**src/rtl/sha_pkg.sv**
```systemverilog
`timescale 1ns / 1ps
// Shared types, constants and round-constant table for the SHA-256 engine.
// No dependencies; imported by sha_front, sha_back and the top level.
package sha_pkg;

    localparam int SHA_QUEUE_DEPTH = 2;

    localparam logic [31:0] PAD_WORD    = 32'h8000_0000;
    localparam logic [3:0]  LENGTH_SLOT = 4'd14;
    localparam logic [5:0]  LAST_ROUND  = 6'd63;
    localparam logic [2:0]  LAST_INDEX  = 3'd7;
    localparam logic [2:0]  FULL_BYTES  = 3'd4;

    localparam logic [31:0] INIT_H [8] = '{
        32'h6A09E667, 32'hBB67AE85, 32'h3C6EF372, 32'hA54FF53A,
        32'h510E527F, 32'h9B05688C, 32'h1F83D9AB, 32'h5BE0CD19
    };

    typedef enum logic [1:0] {
        K_DATA,
        K_LAST_FULL,
        K_LAST_PART
    } t_kind;

    typedef struct packed {
        logic [31:0] word;
        t_kind       kind;
        logic [2:0]  nbytes;
    } t_q_item;

    typedef enum logic [2:0] {
        S_IDLE,
        S_PAD,
        S_ROUND,
        S_ADD,
        S_OUT
    } t_back_state;

    typedef enum logic [1:0] {
        P_MARK,
        P_FILL,
        P_LEN_LO,
        P_DONE
    } t_pad_step;

    function automatic logic [31:0] round_k(input logic [5:0] t);
        logic [31:0] k;
        case (t)
            6'd0:  k = 32'h428A2F98;  6'd1:  k = 32'h71374491;
            6'd2:  k = 32'hB5C0FBCF;  6'd3:  k = 32'hE9B5DBA5;
            6'd4:  k = 32'h3956C25B;  6'd5:  k = 32'h59F111F1;
            6'd6:  k = 32'h923F82A4;  6'd7:  k = 32'hAB1C5ED5;
            6'd8:  k = 32'hD807AA98;  6'd9:  k = 32'h12835B01;
            6'd10: k = 32'h243185BE;  6'd11: k = 32'h550C7DC3;
            6'd12: k = 32'h72BE5D74;  6'd13: k = 32'h80DEB1FE;
            6'd14: k = 32'h9BDC06A7;  6'd15: k = 32'hC19BF174;
            6'd16: k = 32'hE49B69C1;  6'd17: k = 32'hEFBE4786;
            6'd18: k = 32'h0FC19DC6;  6'd19: k = 32'h240CA1CC;
            6'd20: k = 32'h2DE92C6F;  6'd21: k = 32'h4A7484AA;
            6'd22: k = 32'h5CB0A9DC;  6'd23: k = 32'h76F988DA;
            6'd24: k = 32'h983E5152;  6'd25: k = 32'hA831C66D;
            6'd26: k = 32'hB00327C8;  6'd27: k = 32'hBF597FC7;
            6'd28: k = 32'hC6E00BF3;  6'd29: k = 32'hD5A79147;
            6'd30: k = 32'h06CA6351;  6'd31: k = 32'h14292967;
            6'd32: k = 32'h27B70A85;  6'd33: k = 32'h2E1B2138;
            6'd34: k = 32'h4D2C6DFC;  6'd35: k = 32'h53380D13;
            6'd36: k = 32'h650A7354;  6'd37: k = 32'h766A0ABB;
            6'd38: k = 32'h81C2C92E;  6'd39: k = 32'h92722C85;
            6'd40: k = 32'hA2BFE8A1;  6'd41: k = 32'hA81A664B;
            6'd42: k = 32'hC24B8B70;  6'd43: k = 32'hC76C51A3;
            6'd44: k = 32'hD192E819;  6'd45: k = 32'hD6990624;
            6'd46: k = 32'hF40E3585;  6'd47: k = 32'h106AA070;
            6'd48: k = 32'h19A4C116;  6'd49: k = 32'h1E376C08;
            6'd50: k = 32'h2748774C;  6'd51: k = 32'h34B0BCB5;
            6'd52: k = 32'h391C0CB3;  6'd53: k = 32'h4ED8AA4A;
            6'd54: k = 32'h5B9CCA4F;  6'd55: k = 32'h682E6FF3;
            6'd56: k = 32'h748F82EE;  6'd57: k = 32'h78A5636F;
            6'd58: k = 32'h84C87814;  6'd59: k = 32'h8CC70208;
            6'd60: k = 32'h90BEFFFA;  6'd61: k = 32'hA4506CEB;
            6'd62: k = 32'hBEF9A3F7;  6'd63: k = 32'hC67178F2;
            default: k = 32'h0;
        endcase
        return k;
    endfunction

endpackage

```
**src/rtl/sha_front.sv**
```systemverilog
`timescale 1ns / 1ps
// Front end: accepts message words, classifies them and applies the pad byte.
// Holds the short item queue toward sha_back. Depends on sha_pkg.
module sha_front
    import sha_pkg::*;
#(
    parameter int QUEUE_DEPTH = SHA_QUEUE_DEPTH
) (
    input  logic        i_clk,
    input  logic        i_rst_n,
    input  logic        i_valid,
    output logic        o_ready,
    input  logic [31:0] i_msg_word,
    input  logic [2:0]  i_word_bytes,
    input  logic        i_last_word,
    output logic        o_q_valid,
    input  logic        i_q_ready,
    output t_q_item     o_q_item
);

    localparam int PTR_W = (QUEUE_DEPTH > 1) ? $clog2(QUEUE_DEPTH) : 1;
    localparam int CNT_W = $clog2(QUEUE_DEPTH + 1);
    localparam logic [PTR_W-1:0] PTR_LAST = PTR_W'(QUEUE_DEPTH - 1);
    localparam logic [CNT_W-1:0] CNT_FULL = CNT_W'(QUEUE_DEPTH);

    t_q_item          r_mem [QUEUE_DEPTH];
    logic [PTR_W-1:0] r_wr_ptr, n_wr_ptr;
    logic [PTR_W-1:0] r_rd_ptr, n_rd_ptr;
    logic [CNT_W-1:0] r_count, n_count;

    t_q_item    item;
    logic [2:0] nb;
    logic       push;
    logic       pop;

    // Classify: short counts only matter on the last word, counts above four are full.
    always_comb begin
        nb = (i_last_word && (i_word_bytes < FULL_BYTES)) ? i_word_bytes : FULL_BYTES;
        item.nbytes = nb;
        item.word   = i_msg_word;
        if (!i_last_word) begin
            item.kind = K_DATA;
        end else if (nb == FULL_BYTES) begin
            item.kind = K_LAST_FULL;
        end else begin
            item.kind = K_LAST_PART;
            case (nb)
                3'd0:    item.word = PAD_WORD;
                3'd1:    item.word = {i_msg_word[31:24], 24'h80_0000};
                3'd2:    item.word = {i_msg_word[31:16], 16'h8000};
                3'd3:    item.word = {i_msg_word[31:8], 8'h80};
                default: item.word = i_msg_word;
            endcase
        end
    end

    assign o_ready   = (r_count != CNT_FULL);
    assign o_q_valid = (r_count != '0);
    assign o_q_item  = r_mem[r_rd_ptr];
    assign push      = i_valid && o_ready;
    assign pop       = o_q_valid && i_q_ready;

    always_comb begin
        n_wr_ptr = r_wr_ptr;
        n_rd_ptr = r_rd_ptr;
        n_count  = r_count;
        if (push) begin
            n_wr_ptr = (r_wr_ptr == PTR_LAST) ? '0 : r_wr_ptr + 1'b1;
        end
        if (pop) begin
            n_rd_ptr = (r_rd_ptr == PTR_LAST) ? '0 : r_rd_ptr + 1'b1;
        end
        case ({push, pop})
            2'b10:   n_count = r_count + 1'b1;
            2'b01:   n_count = r_count - 1'b1;
            default: n_count = r_count;
        endcase
    end

    always_ff @(posedge i_clk) begin
        if (!i_rst_n) begin
            r_wr_ptr <= '0;
            r_rd_ptr <= '0;
            r_count  <= '0;
        end else begin
            r_wr_ptr <= n_wr_ptr;
            r_rd_ptr <= n_rd_ptr;
            r_count  <= n_count;
        end
    end

    always_ff @(posedge i_clk) begin
        if (push) begin
            r_mem[r_wr_ptr] <= item;
        end
    end

endmodule

```
**src/rtl/sha_back.sv**
```systemverilog
`timescale 1ns / 1ps
// Back end: schedule window, round datapath, chaining words, length padding
// and digest output sequencer. Depends on sha_pkg.
module sha_back
    import sha_pkg::*;
(
    input  logic        i_clk,
    input  logic        i_rst_n,
    input  logic        i_q_valid,
    output logic        o_q_ready,
    input  t_q_item     i_q_item,
    output logic        o_valid,
    input  logic        i_ready,
    output logic [31:0] o_digest_word,
    output logic [2:0]  o_word_index,
    output logic        o_last_digest
);

    function automatic logic [31:0] rotr(input logic [31:0] x, input int n);
        return (x >> n) | (x << (32 - n));
    endfunction

    function automatic logic [31:0] ssig0(input logic [31:0] x);
        return rotr(x, 7) ^ rotr(x, 18) ^ (x >> 3);
    endfunction

    function automatic logic [31:0] ssig1(input logic [31:0] x);
        return rotr(x, 17) ^ rotr(x, 19) ^ (x >> 10);
    endfunction

    function automatic logic [31:0] bsig0(input logic [31:0] x);
        return rotr(x, 2) ^ rotr(x, 13) ^ rotr(x, 22);
    endfunction

    function automatic logic [31:0] bsig1(input logic [31:0] x);
        return rotr(x, 6) ^ rotr(x, 11) ^ rotr(x, 25);
    endfunction

    t_back_state r_state, n_state;
    t_pad_step   r_pad_step, n_pad_step;
    logic        r_pad_pending, n_pad_pending;
    logic [3:0]  r_fill, n_fill;
    logic [5:0]  r_round, n_round;
    logic [2:0]  r_out_idx, n_out_idx;
    logic [63:0] r_bitlen, n_bitlen;
    logic [31:0] r_chain [8];
    logic [31:0] n_chain [8];
    logic [31:0] r_rr [8];
    logic [31:0] n_rr [8];
    logic [31:0] r_win [16];

    logic        push_en;
    logic [31:0] push_data;
    logic [31:0] w_next;
    logic [31:0] t1;
    logic [31:0] t2;

    assign w_next = ssig1(r_win[14]) + r_win[9] + ssig0(r_win[1]) + r_win[0];
    assign t1 = r_rr[7] + bsig1(r_rr[4]) + ((r_rr[4] & r_rr[5]) ^ (~r_rr[4] & r_rr[6]))
              + round_k(r_round) + r_win[0];
    assign t2 = bsig0(r_rr[0])
              + ((r_rr[0] & r_rr[1]) ^ (r_rr[0] & r_rr[2]) ^ (r_rr[1] & r_rr[2]));

    assign o_valid       = (r_state == S_OUT);
    assign o_digest_word = r_chain[r_out_idx];
    assign o_word_index  = r_out_idx;
    assign o_last_digest = (r_out_idx == LAST_INDEX);

    always_comb begin
        n_state       = r_state;
        n_pad_step    = r_pad_step;
        n_pad_pending = r_pad_pending;
        n_fill        = r_fill;
        n_round       = r_round;
        n_out_idx     = r_out_idx;
        n_bitlen      = r_bitlen;
        n_chain       = r_chain;
        n_rr          = r_rr;
        push_en       = 1'b0;
        push_data     = '0;
        o_q_ready     = 1'b0;

        case (r_state)
            S_IDLE: begin
                o_q_ready = 1'b1;
                if (i_q_valid) begin
                    n_bitlen  = r_bitlen + 64'({i_q_item.nbytes, 3'b000});
                    push_en   = 1'b1;
                    push_data = i_q_item.word;
                    case (i_q_item.kind)
                        K_LAST_FULL: begin
                            n_pad_pending = 1'b1;
                            n_pad_step    = P_MARK;
                            n_state       = S_PAD;
                        end
                        K_LAST_PART: begin
                            n_pad_pending = 1'b1;
                            n_pad_step    = P_FILL;
                            n_state       = S_PAD;
                        end
                        default: ;
                    endcase
                end
            end
            S_PAD: begin
                push_en = 1'b1;
                case (r_pad_step)
                    P_MARK: begin
                        push_data  = PAD_WORD;
                        n_pad_step = P_FILL;
                    end
                    P_FILL: begin
                        // zero fill up to the length slot, then the high length word
                        if (r_fill == LENGTH_SLOT) begin
                            push_data  = r_bitlen[63:32];
                            n_pad_step = P_LEN_LO;
                        end
                    end
                    P_LEN_LO: begin
                        push_data  = r_bitlen[31:0];
                        n_pad_step = P_DONE;
                    end
                    default: begin
                        push_en = 1'b0;
                        n_state = S_OUT;
                    end
                endcase
            end
            S_ROUND: begin
                n_rr[7] = r_rr[6];
                n_rr[6] = r_rr[5];
                n_rr[5] = r_rr[4];
                n_rr[4] = r_rr[3] + t1;
                n_rr[3] = r_rr[2];
                n_rr[2] = r_rr[1];
                n_rr[1] = r_rr[0];
                n_rr[0] = t1 + t2;
                n_round = r_round + 1'b1;
                if (r_round == LAST_ROUND) begin
                    n_state = S_ADD;
                end
            end
            S_ADD: begin
                for (int i = 0; i < 8; i++) begin
                    n_chain[i] = r_chain[i] + r_rr[i];
                end
                if (!r_pad_pending) begin
                    n_state = S_IDLE;
                end else if (r_pad_step == P_DONE) begin
                    n_state = S_OUT;
                end else begin
                    n_state = S_PAD;
                end
            end
            S_OUT: begin
                if (i_ready) begin
                    n_out_idx = r_out_idx + 1'b1;
                    if (r_out_idx == LAST_INDEX) begin
                        // restore initial values for the next message
                        n_chain       = INIT_H;
                        n_bitlen      = '0;
                        n_pad_pending = 1'b0;
                        n_pad_step    = P_MARK;
                        n_state       = S_IDLE;
                    end
                end
            end
            default: n_state = S_IDLE;
        endcase

        // A push that completes a block starts compression.
        if (push_en) begin
            n_fill = r_fill + 1'b1;
            if (r_fill == 4'hF) begin
                n_rr    = r_chain;
                n_state = S_ROUND;
            end
        end
    end

    always_ff @(posedge i_clk) begin
        if (!i_rst_n) begin
            r_state       <= S_IDLE;
            r_pad_step    <= P_MARK;
            r_pad_pending <= 1'b0;
            r_fill        <= '0;
            r_round       <= '0;
            r_out_idx     <= '0;
            r_bitlen      <= '0;
            r_chain       <= INIT_H;
            r_rr          <= '{default: '0};
        end else begin
            r_state       <= n_state;
            r_pad_step    <= n_pad_step;
            r_pad_pending <= n_pad_pending;
            r_fill        <= n_fill;
            r_round       <= n_round;
            r_out_idx     <= n_out_idx;
            r_bitlen      <= n_bitlen;
            r_chain       <= n_chain;
            r_rr          <= n_rr;
        end
    end

    // Schedule window: shift in message words, then extend it one word per round.
    always_ff @(posedge i_clk) begin
        if (push_en || (r_state == S_ROUND)) begin
            for (int i = 0; i < 15; i++) begin
                r_win[i] <= r_win[i+1];
            end
            r_win[15] <= push_en ? push_data : w_next;
        end
    end

    a_round_idle : assert property (@(posedge i_clk) disable iff (!i_rst_n)
        (r_state != S_ROUND) |-> (r_round == '0))
        else $error("round counter nonzero outside rounds");

    a_fill_round : assert property (@(posedge i_clk) disable iff (!i_rst_n)
        (r_state == S_ROUND || r_state == S_ADD || r_state == S_OUT) |-> (r_fill == '0))
        else $error("block fill nonzero during compression or output");

    a_idle_nopad : assert property (@(posedge i_clk) disable iff (!i_rst_n)
        (r_state == S_IDLE) |-> !r_pad_pending)
        else $error("padding pending while idle");

    a_out_pad : assert property (@(posedge i_clk) disable iff (!i_rst_n)
        (r_state == S_OUT) |-> (r_pad_pending && r_pad_step == P_DONE))
        else $error("digest output without completed padding");

    a_start_round : assert property (@(posedge i_clk) disable iff (!i_rst_n)
        (push_en && r_fill == 4'hF) |=> (r_state == S_ROUND && r_rr[0] == $past(r_chain[0])))
        else $error("compression did not start from chaining words");

endmodule

```
**src/rtl/sha256_hash_engine_top.sv**
```systemverilog
`timescale 1ns / 1ps
// Top level of the SHA-256 engine: front classifier and queue, back compressor.
// Depends on sha_pkg, sha_front and sha_back.
//
//  channel   direction  handshake                payload
//  input     in         i_in_valid / o_in_ready  i_msg_word, i_word_bytes, i_last_word
//  output    out        o_out_valid / i_out_ready o_digest_word, o_word_index, o_last_digest
//
// The back end takes message words one at a time while idle; every sixteenth word starts
// the 64 compression rounds and the chaining add of its 16-word block.
// A last word adds its padding words, one or two compressions and eight digest
// output words. The front queue (QUEUE_DEPTH items) takes words while the back
// end compresses or waits on the output. Reset is synchronous, active low, and
// restores the initial chaining values; no clearing pass is needed.
module sha256_hash_engine_top
    import sha_pkg::*;
#(
    parameter int QUEUE_DEPTH = SHA_QUEUE_DEPTH
) (
    input  logic        i_clk,
    input  logic        i_rst_n,
    input  logic        i_in_valid,
    output logic        o_in_ready,
    input  logic [31:0] i_msg_word,
    input  logic [2:0]  i_word_bytes,
    input  logic        i_last_word,
    output logic        o_out_valid,
    input  logic        i_out_ready,
    output logic [31:0] o_digest_word,
    output logic [2:0]  o_word_index,
    output logic        o_last_digest
);

    logic    q_valid;
    logic    q_ready;
    t_q_item q_item;

    sha_front #(
        .QUEUE_DEPTH(QUEUE_DEPTH)
    ) u_front (
        .i_clk       (i_clk),
        .i_rst_n     (i_rst_n),
        .i_valid     (i_in_valid),
        .o_ready     (o_in_ready),
        .i_msg_word  (i_msg_word),
        .i_word_bytes(i_word_bytes),
        .i_last_word (i_last_word),
        .o_q_valid   (q_valid),
        .i_q_ready   (q_ready),
        .o_q_item    (q_item)
    );

    sha_back u_back (
        .i_clk        (i_clk),
        .i_rst_n      (i_rst_n),
        .i_q_valid    (q_valid),
        .o_q_ready    (q_ready),
        .i_q_item     (q_item),
        .o_valid      (o_out_valid),
        .i_ready      (i_out_ready),
        .o_digest_word(o_digest_word),
        .o_word_index (o_word_index),
        .o_last_digest(o_last_digest)
    );

endmodule

```
**config.mk**
```make
export PLATFORM = sky130hd
export DESIGN_NAME = sha256_hash_engine_top
export DESIGN_NICKNAME = d
export VERILOG_FILES = /design/src/rtl/sha_pkg.sv /design/src/rtl/sha_front.sv /design/src/rtl/sha_back.sv /design/src/rtl/sha256_hash_engine_top.sv
export SDC_FILE = /design/constraint.sdc
export NUM_CORES = 2
export LEC_CHECK = 0
export BUFFER_PORTS_ARGS = -buffer_cell sky130_fd_sc_hd__buf_2
export CAP_MARGIN = 15
export CORE_UTILIZATION = 55
export CTS_CLUSTER_DIAMETER = 100
export CTS_CLUSTER_SIZE = 10
export DETAILED_ROUTE_END_ITERATION = 8
export PLACE_DENSITY_LB_ADDON = 0.3
export SKIP_CTS_REPAIR_TIMING = 1
export SLEW_MARGIN = 40
export SYNTH_ARGS = -nofsm -noshare
export SYNTH_HDL_FRONTEND = slang
export SYNTH_SLANG_ARGS = --single-unit
export TNS_END_PERCENT = 10
```
**constraint.sdc**
```tcl
create_clock -name i_clk -period 15.78 [get_ports i_clk]
set_input_delay 3.156 -clock i_clk [delete_from_list [all_inputs] [get_ports i_clk]]
set_output_delay 3.156 -clock i_clk [all_outputs]
set_load 0.03 [all_outputs]
```
# After elaboration in Yosys (flattened, before gate mapping)
# Memory sizes are Yosys's and may differ from the RTL's. A register that Yosys moved wholly into a read port is not among the register bits.
# Index checks and enable logic that the tools add are counted.
[classes]
n_addsub = 26
order_cmp = 2
eq_ne = 27
n_mux = 62
n_bitwise = 28
n_reduce_logical = 19
[ops]
columns = ["op", "count"]
rows = [
  ["$mux W256", 5],
  ["$add A32 B32 Y32", 18],
  ["$pmux W256 S2", 1],
  ["$xor A32 B32 Y32", 9],
  ["$mux W32", 7],
  ["$mux W64", 3],
  ["$and A32 B32 Y32", 5],
  ["$pmux W32 S4", 1],
  ["$pmux W64 S2", 1],
  ["$bmux W32 S3", 1],
  ["$pmux W32 S3", 1],
  ["$add A64 B6 Y64", 1],
  ["$pmux W32 S2", 1],
  ["$mux W3", 11],
  ["$not A32 Y32", 1],
  ["$or A10 B32 Y32", 1],
  ["$or A13 B32 Y32", 1],
  ["$or A14 B32 Y32", 1],
  ["$or A15 B32 Y32", 1],
  ["$or A19 B32 Y32", 1],
  ["$or A21 B32 Y32", 1],
  ["$or A25 B32 Y32", 1],
  ["$or A26 B32 Y32", 1],
  ["$or A30 B32 Y32", 1],
  ["other kinds (44)", 89],
]
[word_totals]
regBits = 599
ram_bits = 586
romBits = 2048
inputBits = 40
output_inout_bits = 38
wordCells = 193
mem_count = 3
[mem_list]
columns = ["name", "words", "width", "read_ports", "rd_ports_with_merged_regs", "write_ports", "line", "source"]
rows = [
  ["(name not given)", 64, 32, 1, 1, 0, "sha_pkg.sv:48", "case (t)"],
  ["u_back.r_win", 16, 32, 16, 0, 16, "sha_back.sv:50", "logic [31:0] r_win [16];"],
  ["u_front.r_mem", 2, 37, 1, 1, 1, "sha_front.sv:26", "t_q_item r_mem [QUEUE_DEPTH];"],
]

# Longest topological paths before layout
[depth]
word_depth = 11
ltp_mapped = 34
depth_no_buf = 32

# Cells and area by module
# From an unflattened synthesis, not the netlist that was laid out.
[hier_totals]
hier_cells = 7385
hier_area_um2 = 72418.2
[modules_own_cells]
columns = ["module", "n_inst", "cells_per_inst", "area_each_um2", "seq_area_each_um2"]
rows = [
  ["sha_back", 1, 7202, 69242.7, 27866.7],
  ["sha_front", 1, 183, 3175.5, 2322.2],
]

# Worst setup path after synthesis
# Ideal clock, no wire load.
[synth_path]
path_kind = "reg2reg"
startpoint = "register u_front.r_count[0]"
endpoint = "memory u_back.r_win[0][0] (enable)"
setup_ns = 3.633
t_arrival_ns = 9.802
t_required_ns = 12.147
slack_ns = 2.344
stages_incl_launch_ff = 8
path_cell_list = "dfxtp_1 nor2_1 or4_1 clkbuf_1 and2_1 clkbuf_1 buf_1 nand2_1"
[synth_rtl]
columns = ["item", "line", "source"]
rows = [
  ["start: declaration", "sha_front.sv:29", "logic [CNT_W-1:0] r_count, n_count;"],
  ["start signal: assignment", "sha_front.sv:88", "r_count <= n_count;"],
  ["end: declaration", "sha_back.sv:50", ""],
]

# Worst setup path in the final report
[layout_path]
startpoint = "register u_back.r_rr[97] (netlist name)"
endpoint = "register u_back.r_rr[252] (netlist name)"
[layout_via]
elab_chain_cells = 11
elab_cells_between_ends = 17
classes_between = "add/sub: 5; mux: 3; bitwise: 9"
[layout_lines]
columns = ["item", "line", "source"]
rows = [
  ["start: declaration", "sha_back.sv:48", "logic [31:0] r_rr [8];"],
  ["start signal: assignment", "sha_back.sv:201", "r_rr <= n_rr;"],
  ["$or A21 B32 Y32 or $or A26 B32 Y32 (tied branches)", "sha_back.sv:20", "return (x >> n) | (x << (32 - n));"],
  ["$xor A32 B32 Y32 (2 in a row)", "sha_back.sv:36", "return rotr(x, 6) ^ rotr(x, 11) ^ rotr(x, 25);"],
  ["$add A32 B32 Y32", "sha_back.sv:59", "assign t1 = r_rr[7] + bsig1(r_rr[4]) + ((r_rr[4] & r_rr[5]) ^ (~r_rr[4] & r_rr[6]))"],
  ["$add A32 B32 Y32 *", "sha_back.sv:59", ""],
  ["$add A32 B32 Y32 * (2 in a row)", "sha_back.sv:60", "+ round_k(r_round) + r_win[0];"],
  ["$add A32 B32 Y32 *", "sha_back.sv:137", "n_rr[0] = t1 + t2;"],
  ["$mux W256 *", "sha_back.sv:83", "case (r_state)"],
  ["$mux W256", "sha_back.sv:174", "if (r_fill == 4'hF) begin"],
  ["$mux W256 *", "sha_back.sv:172", "if (push_en) begin"],
]
# Every way passes the cells marked *; elsewhere a longest branch is shown, timed or not.
# A chain may end at the register's enable or synchronous reset.

==> impl_results.md <==
* Final antenna-violating net count at 0
* Final global-route overflow total at 0
* Peak VDD IR at between 0.0005 and 0.0006 V
* Share of layout cells above drive strength 1 at 0.06749
* Gate Count Post-Synth at ~7500
* Sequential cell area at a little over 30000 um2
* Crit. End Element: flop
* Via-to-Cell Ratio at 6.471
* Top_reg_cell synth: dfxtp_1
* Yosys Warn Count at 0
* Least-Margin Pin Slew at roughly 900 ps
* RR Startpoint: u_back.r_rr[97]$_SDFF_PN0_
* Worst Path Max Fanout at 7
* First-pass GRT wire length at around 350 mm
* Fin area at 78280 um2
* Post-synthesis mux area share at 0.03662
* Post-Synth Adder-Cell Area at 0.1269
* Fin util at 0.6022
* H-Tree Depth at 4
* Gpl congestion at 1.011
* Fin. max-slew vios at 0
* Post-synth EDFFs at ~590
* Buffers on Ports at 77
* Synth Area in Compound Gates at 0.1714
* Wire per inst at approximately 26 um
* Worst clock skew at ~56 ps
* Power Total at 20.07 mW
* # setup viols final at 0
* Die width at ~360 um
* Latest clock arrival within the worst-skew pair at 820 ps
* Top cell by count, worst path: a21o_1
* Syn Nets at around 8100
* #FFs+latches synth at 1215
* Post-route DRC at 0
* CTS Buf Count at 139
* Clock power frac at 0.149
* Worst Hold Class: flop to flop
* DR vias at a little under 60000
* Crit path buf inv count at 2
* Crit path from: u_back.r_rr[97]$_SDFF_PN0_
* Worst setup path class: flop to flop
* WHS at between 300 and 400 ps
* XOR/XNOR Fraction of Synth Area at 0.07552
* Area Growth Syn to Fin at 8.173%
* Final WL at between 200 and 250 mm
* Startpoint Class: flop
* Antenna violations before repair at 11
* Initial Util at 0.5567
* FFs w/ async S/R, synth at 0
* Syn avg cell area at a little under 10 um2
* CTS root buffer: clkbuf_16
* CP required at between 15000 and 20000 ps
* Max-slew headroom at 0.3840
* Post-Synth Simple-Gate Area at 0.1309
* Syn Std Cell Area at around 72000 um2
* Largest net degree at the start of global routing at 198
* Final period util at 0.5035
* Multi-input gate area at 39330 um2
* FILL cells at 10830
* Leak at about 30 nW
* Critical path's largest stage delay at about 540 ps
* Nets@finish at 7989
* Largest family of logic cells by synthesized area: compound AO/OA/AOI/OAI gates
* Comb power frac at 0.579
* DP HPWL at approximately 170 mm
* Synth top area share at 0.2432
* Net Sw Power at approximately 9 mW
* Max-cap violation count at 0
* Top post-synthesis cells by area: edfxtp_1, dfxtp_1, ha_1
* Int Pwr at 10.96 mW
* DIE HEIGHT at roughly 360 um
* Top cell type by total area after synthesis: edfxtp_1
* RSZ-0062 raised after global routing: no
* Tot GR Track Use at 0.3566
* Sink Count at about 1200
* CP max-delay cell: dfxtp_1
* DR pass1 iterations at 7
* Setup TNS at 0 ps
* Iteration-0 DRC Markers at around 7700
* Maximum clock insertion buffer count at 3
* Worst EP arrival at around 8600 ps
* Vias in the first global route at about 55000
* Seq pwr share at 0.273
* DP Area at approximately 74000 um2
* Die ar. at between 100000 and 150000 um2
* Worst hold start: u_back.r_win[1][171]$_DFFE_PP_
* Pwr dens at between 200 and 300 nW/um2
* Distinct cells, synth at 93
* Sw frac at 0.4536
* Seq/Total Area, Yosys at 0.4172
* Status: finished, final reports clean
* Min Clock Period, post-route at around 8000 ps
* Family with the most delay on the worst path: compound AO/OA/AOI/OAI gates
* # rows at ~130
* Hold Fails Final Rpt at 0
* CTS tree: built
* CORE AREA at roughly 130000 um2
* Clk slew on worst S/H paths at approximately 60 ps
* Ports at 78
* Highest clock rate at ~0.13 GHz
metrics by stage:
stage               setup WS (ps)  cells
floorplan                    2344   7474
global placement             8026   8947
detailed placement           7967   8950
CTS                          7917   9149
global route                 7290   9153
finish                       7834   9154
Yosys cell counts, types with 21 or more instances:
| library cell | count |
|---|---|
| and3_1 | 53 |
| a21oi_1 | 473 |
| o221ai_1 | 30 |
| clkbuf_1 | 368 |
| fa_1 | 196 |
| xor2_1 | 197 |
| a31oi_1 | 59 |
| nand2b_1 | 56 |
| nand4_1 | 39 |
| nand3_1 | 166 |
| xnor2_1 | 427 |
| nor2_1 | 660 |
| edfxtp_1 | 586 |
| dfxtp_1 | 629 |
| ha_1 | 403 |
| and2_1 | 45 |
| inv_1 | 363 |
| nor3_1 | 101 |
| buf_1 | 44 |
| o21a_1 | 59 |
| nor2b_1 | 72 |
| o22ai_1 | 45 |
| o21ai_0 | 394 |
| a221oi_1 | 21 |
| mux4_2 | 65 |
| o211ai_1 | 50 |
| a21o_1 | 170 |
| a311oi_1 | 220 |
| maj3_1 | 22 |
| a22oi_1 | 62 |
| nand2_1 | 864 |
| mux2_2 | 44 |
| a211oi_1 | 62 |
| mux2i_1 | 69 |
| or3_1 | 34 |
| o21bai_1 | 53 |
routing by layer:
layer	up-vias	share of wire	GRT usage
met5	-	0.00034	0
met4	12	0.050	0.1675
met3	574	0.11	0.09086
met2	3361	0.42	0.5201
met1	28800	0.41	0.4946
li1	26490	-	-
area by class of cell:
class,instances,area share
repair buffers,160,0.01453
diodes,4,0.0001279
multi-input cells,5464,0.5025
inverters,370,0.01784
well taps,1742,0.02784
clock inverters,16,0.004859
clock buffers,183,0.04655
flip-flops and latches,1215,0.3858
worst paths after layout:
kind / endpoint / slack (ps) / cells after the start
hold / removal: u_back.r_win[1][139]$_DFFE_PP_ / 380 / 0
hold reg to reg: u_back.r_win[1][139]$_DFFE_PP_ / 380 / 0
setup / recovery: u_back.r_rr[252]$_SDFF_PN0_ / 7830 / 31
setup reg to reg: u_back.r_rr[252]$_SDFF_PN0_ / 7830 / 31
registers in the layout, indices dropped and copies added, names as in the netlist, named ones only:
signal,flops
u_front.r_rd_ptr,1
u_back.r_state,3
u_back.r_win,512
u_back.r_round,6
u_back.o_word_index,3
u_back.r_chain,256
u_back.r_pad_pending,1
u_back.r_bitlen,61
u_back.r_fill,4
u_front.r_wr_ptr,1
u_back.r_pad_step,2
u_back.r_rr,256
u_front.r_count,2
u_front.r_mem,74
cells by family after synthesis:
family | Yosys count
xor gates and xnor gates | 624
muxes | 178
buffers and inverters | 795
adders and majority gates | 621
AOI/OAI and AO/OA | 1879
and+or+nand+nor | 2162
DFF | 1215
cell usage in the layout, fill, tap and decap left out, types with 30 or more instances in the layout:
cell type and n:
nor2_1 652, nor3_1 100, xor2_1 197, o211ai_1 50
dfxtp_1 625, nand4_1 39, nor2b_1 72, edfxtp_1 586
o221ai_1 30, nand2_1 857, nand3_1 165, o21bai_1 53
mux2i_1 69, fa_1 196, clkbuf_1 44, o21ai_0 393
a211oi_1 62, a311oi_1 220, clkbuf_16 139, o22ai_1 45
or3_1 33, xnor2_1 427, a21o_1 170, a21oi_1 472
a31oi_1 59, and2_1 44, a22oi_1 62, o21a_1 59
mux4_2 65, nand2b_1 55, buf_2 76, buf_4 67
and3_1 53, ha_1 402, inv_1 362, mux2_2 44
power by group through the flow:
stage,registers [mW],logic [mW],clock network (mW)
after floorplan,5.40,7.46,0
after global placement,5.46,10.9,0
after detailed placement,5.50,11.0,0
after CTS,5.45,11.2,3.02
after global routing,5.52,12.5,3.14
final,5.47,11.6,2.98
Power figures use the tool's default switching activity.
